[src/rtl/core/ptwrl_pkg.sv]
`default_nettype none
package ptwrl_pkg;
    localparam int unsigned ENTRIES_DEF    = 1024;
    localparam int unsigned TOKEN_BITS_DEF = 128;
    localparam int unsigned CFG_IDX_W      = 1;
    localparam logic [CFG_IDX_W-1:0] REG_MAX_REQ    = 1'b0;
    localparam logic [CFG_IDX_W-1:0] REG_WINDOW_LEN = 1'b1;
    localparam logic [15:0] WINDOW_LEN_RST = 16'd1000;

    // Request as queued between the front and the back.
    typedef struct packed {
        logic [63:0] tok_hi;
        logic [63:0] tok_lo;
        logic [63:0] now;
        logic        bypass;
    } t_req;
endpackage
`default_nettype wire

[src/rtl/core/ptwrl_front.sv]
`default_nettype none
// Accepts requests, masks the token to its width, marks bypass when the
// limit is zero, and queues them for the back end.
module ptwrl_front #(
    parameter int unsigned TOKEN_BITS = ptwrl_pkg::TOKEN_BITS_DEF
) (
    input  wire logic               i_clk,
    input  wire logic               i_rst_n,
    input  wire logic               i_valid,
    output logic                    o_stall,
    input  wire logic [63:0]        i_token_hi,
    input  wire logic [63:0]        i_token_lo,
    input  wire logic [63:0]        i_now_ms,
    input  wire logic [15:0]        i_max_req,
    output logic                    o_req_valid,
    output ptwrl_pkg::t_req         o_req,
    input  wire logic               i_req_take
);
    localparam int unsigned LO_BITS = (TOKEN_BITS >= 64) ? 64 : TOKEN_BITS;
    localparam int unsigned HI_BITS = (TOKEN_BITS > 64) ? TOKEN_BITS - 64 : 0;
    localparam logic [63:0] LO_MASK = (LO_BITS == 64) ? '1 : ((64'd1 << LO_BITS) - 64'd1);
    localparam logic [63:0] HI_MASK = (HI_BITS == 64) ? '1 :
                                      ((HI_BITS == 0) ? '0 : ((64'd1 << HI_BITS) - 64'd1));

    ptwrl_pkg::t_req r_q [2];
    logic            r_wp, r_rp;
    logic [1:0]      r_cnt;
    logic            w_push, w_pop;
    ptwrl_pkg::t_req w_in;

    assign o_stall     = (r_cnt == 2'd2);
    assign w_push      = i_valid && !o_stall;
    assign o_req_valid = (r_cnt != 2'd0);
    assign w_pop       = i_req_take && o_req_valid;
    assign o_req       = r_q[r_rp];

    always_comb begin
        w_in.tok_hi = i_token_hi & HI_MASK;
        w_in.tok_lo = i_token_lo & LO_MASK;
        w_in.now    = i_now_ms;
        w_in.bypass = (i_max_req == 16'd0);
    end

    always_ff @(posedge i_clk) begin
        if (w_push) begin
            r_q[r_wp] <= w_in;
        end
        if (!i_rst_n) begin
            r_wp <= 1'b0;
            r_rp <= 1'b0;
            r_cnt <= 2'd0;
        end else begin
            if (w_push) r_wp <= ~r_wp;
            if (w_pop) r_rp <= ~r_rp;
            r_cnt <= r_cnt + {1'b0, w_push} - {1'b0, w_pop};
        end
    end
endmodule
`default_nettype wire

[config.mk]
export PLATFORM = sky130hd
export DESIGN_NAME = ptwrl_front
export DESIGN_NICKNAME = d
export VERILOG_FILES = /design/src/rtl/core/ptwrl_pkg.sv /design/src/rtl/core/ptwrl_front.sv
export SDC_FILE = /design/constraint.sdc
export NUM_CORES = 1
export LEC_CHECK = 0
export ABC_CLOCK_PERIOD_IN_PS = 19400
export BUFFER_PORTS_ARGS = -buffer_cell sky130_fd_sc_hd__buf_2
export CORE_ASPECT_RATIO = 1.2
export CORE_MARGIN = 2
export CORE_UTILIZATION = 50
export CTS_CLUSTER_SIZE = 28
export DETAILED_ROUTE_END_ITERATION = 7
export HOLD_SLACK_MARGIN = 0.05
export PLACE_DENSITY = 0.77
export SKIP_LAST_GASP = 1
export SYNTH_ARGS = -nofsm -noshare
export SYNTH_HDL_FRONTEND = slang
export SYNTH_SLANG_ARGS = --single-unit
[constraint.sdc]
create_clock -name i_clk -period 19.4 [get_ports i_clk]
set_input_delay 3.88 -clock i_clk [delete_from_list [all_inputs] [get_ports i_clk]]
set_output_delay 3.88 -clock i_clk [all_outputs]
set_load 0.02 [all_outputs]
== Word level (Yosys, flattened, before mapping) ==
Memories as Yosys holds them, arrays and structs flattened. A register that Yosys moved wholly into a read port is not among the register bits.
Index checks and enable logic that the tools add are counted.

* Bits in registers: 4
* RAM bits: 386
* Output and inout port bits: 195
* Memories kept: 1

* Add/sub/neg operators: 2
* Eq/ne operators: 1
* Muxes and demuxes: 4
* Bitwise operators: 2
* Reductions and logical operators: 5

{| class="wikitable"
|+ Memories
! name !! depth !! width !! read ports !! clocked after Yosys merged registers in !! wr ports !! line !! source
|-
| r_q || 2 || 193 || 1 || 1 || 1 || ptwrl_front.sv:25 || <nowiki>ptwrl_pkg::t_req r_q [2];</nowiki>
|}

{| class="wikitable"
|+ Operator list
! operator !! number
|-
| logical NOT 16 bit || 1
|-
| two-way mux 1 bit || 4
|-
| adder 2 x 1 -> 2 bit || 1
|-
| == test 2 bit, second input constant || 1
|-
| logical AND 1 bit || 2
|-
| NOT 1 bit || 2
|-
| nonzero test 2 bit || 1
|-
| subtractor 2 x 1 -> 2 bit || 1
|-
| logical NOT 1 bit || 1
|}

== Depth between registers and ports, before layout ==
* Depth after elaboration: 5
* Mapped depth: 8

== Worst setup path after synthesis ==
OpenSTA, ideal clock, no wires.

* Path kind: input-to-reg
* Start point: input port i_valid
* End point: memory r_q[0][0] (netlist name) (enable)
* Setup time: 749 ps
* Arrival: 11,976 ps
* Setup slack: 6,675 ps
* Stages on the path: 2
* Buffers on the path: 0
* Cell sequence: nand2_1 > nor2_1

* Longest elaborated chain between the ends: 3

{| class="wikitable"
|+ Ends and longest elaborated chain
! what !! line !! source
|-
| from (decl) || ptwrl_front.sv:9 || <nowiki>input wire logic i_valid,</nowiki>
|-
| logical AND 1 bit || ptwrl_front.sv:32 || <nowiki>assign w_push = i_valid && !o_stall;</nowiki>
|-
| two-way mux 1 bit || ptwrl_front.sv:45 || <nowiki>if (w_push) begin</nowiki>
|-
| two-way mux 1 bit (implied by the code) || ptwrl_front.sv:46 || <nowiki>r_q[r_wp] <= w_in;</nowiki>
|-
| to (decl) || ptwrl_front.sv:25 ||
|}

No other way between the ends.

==> results.cfg <==
[drt]
drt-total-wl_um = 28510
postRouteAntennaNets = 0
viasPerCell = 5.019
drt-pass1-iter-count = 6
drc = 0
wl_per_cell_um = 19.35
dr_total_vias = 7393
dr.first_iter.drc_count = 405

[critical_path]
cp_max_fo = 66
r2r-start = r_cnt[0]
rrSetupSlack_ps = 16830
reg2reg_to = r_q[1][51]
worstSetupPathType = reg -> out
r2r_cells = 3
cp.arrival_ps = 2930
cp.required_ps = 15520
cp-end-kind = primary output
start_kind = register
endpoint = o_req[64]

[global_route]
grt.overflow.total = 0
grt_start_max_net_pins = 179
grt_pass1_vias = 7715
track_usage_pct = 18.13
grt_pass1_wl_um = 41030
antenna_found_initial = 6

[clock_network]
root_buffer = clkbuf_16
cts.repair.resized = 0
ctsHoldBuffers = 0
cts_buffers = 38
clock_latency_ps = 510
clk_transition_reported_paths_ps = 60
post_cts_buffers = 0
clkSinkCount = 391
cts_tree = done
cts_max_level = 2
clockBufferDepth = 3

[timing]
slew_headroom_pct = 31.68
clock.fmax_mhz = 146.8
drv_slew = 0
setup_tns_ps = 0
finalSetupViolCount = 0
finalHoldViolations = 0
finalCriticalPeriod_ps = 6812
rsz0062_at_grt = false
fin_skew_ps = 14.95
period_share_pct = 35.11
tightest_slew_ps = 1025

[finish]
nFillCells = 2049
nets = 1275
fin_cells = 1473
seqCellArea_um2 = 11700
final_core_util_pct = 63.55
multiInputGateArea_um2 = 2342
drive_above_1_share_pct = 60.75
syn_to_final_growth_pct = 24.89

[floorplan]
die-area_um2 = 29870
rows = 67
die_w_um = 158.1
core_um2 = 28000
ios = 407
initial_core_util_pct = 50.89
die_h_um = 188.9

[synth]
synth-edff-count = 386
synth_common_cells = edfxtp_1 (386), mux2_2 (193), buf_6 (17), dfxtp_1 (5)
synth.ff_latch_count = 391
yosys_warnings = 0
synth_nets = 845
ys_seq_area_share_pct = 82.05
netlist_area_um2 = 14250
synthCells = 631
avgSynthCellArea_um2 = 22.58
synthArstFlopShare_pct = 0
netlist.area_leader.share_pct = 81.35
synth_cell_types = 20
synth.most_common_cell = edfxtp_1
synth_area_leaders = edfxtp_1 (81%), mux2_2 (15%), buf_6 (1.3%), dfxtp_1 (0.70%), ha_1 (0.18%)
yosys_most_used_dff = edfxtp_1
yosysTopAreaCell = edfxtp_1

[job]
maxCapViolCount = 0

[power]
powerDensity_nw_per_um2 = 133.9
finalPower_w = 0.002382
irDropWorstVdd_mv = 0.09570
p_leak_nw = 6.645

[place]
port_buffers = 406
dpl.cell_count = 1400
routabilityCongestion = 0.8055
dp_hpwl_um = 19310

[min_path]
hp-start = r_rp
min_path_type = reg -> reg

[status]
outcome = completed
[final cells by class]
type,instances,share of cell area [%]
Tap cell,379,2.665
Antenna cell,6,0.08438
Timing Repair Buffer,411,11.70
Sequential cell,391,65.72
Inverter,3,0.06328
Clock inverter,21,0.7313
Clock buffer,46,5.871
Multi-Input combinational cell,216,13.16
[where the power goes]
part | switching (W) | leakage [nW] | internal [W]
clock network | 0.000286 | 0.572 | 0.000396
registers | 0.0000436 | 3.65 | 0.00106
logic | 0.000360 | 2.42 | 0.000233
total | 0.000690 | 6.64 | 0.00169
[layer usage]
layer / global-route usage [%] / vias to the layer above / part of all wire [%]
li1: - / 3382 / -
met1: 19.38 / 3626 / 35
met2: 32.44 / 315 / 52
met3: 5.882 / 68 / 8.7
met4: 8.039 / 2 / 3.9
met5: 0 / - / 0.046
[through the flow]
stage	setup WS, ps	hold slack [ps]	cell area [µm²]
floorplan	6675	454.9	14250
global placement	13100	493.6	16600
detailed placement	13100	504.3	16600
CTS	12540	529.8	17780
global route	12400	577.1	17790
finish	12590	525.2	17790
[critical path: stages, from the launching register on]
cell     delay [ps]
dfxtp_4         920
buf_4           770
mux2_2          440
buf_2           160
[layout by cell type (no fill, tap or decap), types with 2 or more instances in the layout]
| cell type | n |
|---|---|
| clkbuf_16 | 41 |
| nand2_1 | 2 |
| nor2_1 | 3 |
| edfxtp_1 | 386 |
| clkinvlp_4 | 3 |
| clkinv_2 | 7 |
| xnor2_1 | 2 |
| clkbuf_1 | 5 |
| buf_2 | 406 |
| inv_1 | 3 |
| diode_2 | 6 |
| nor4_1 | 4 |
| buf_4 | 4 |
| ha_1 | 2 |
| clkinv_1 | 9 |
| dfxtp_1 | 4 |
| nand2b_1 | 2 |
| mux2_2 | 193 |
[flip-flops by register name (all words and copies together), names as in the netlist, named ones only]
signal  count
r_rp        1
r_wp        1
r_q       386
r_cnt       2
[worst min-delay path by stage]
stage / endpoint / slack (ps) / cells after the start
final: register / 530 / 2
after global routing: register / 580 / 2
after floorplan: r_wp / 450 / 2
after detailed placement: register / 500 / 2
after global placement: register / 490 / 2
after CTS: register / 530 / 2
[cell families (layout without fill, tap and decap cells)]
group                    count (synthesis)  in the layout  share of synthesized area, %
AO/OA/AOI/OAI                            1              1                       0.05271
XOR/XNOR                                 3              3                        0.1844
adder cells (fa/ha/maj)                  2              2                        0.1756
buffers and inverters                   24            481                         1.598
flip-flops                             391            391                         82.05
multiplexers                           194            194                         15.32
other                                    0              6                             0
AND/OR/NAND/NOR                         16             16                        0.6147
No activity file was read; power rests on OpenSTA's default activity.
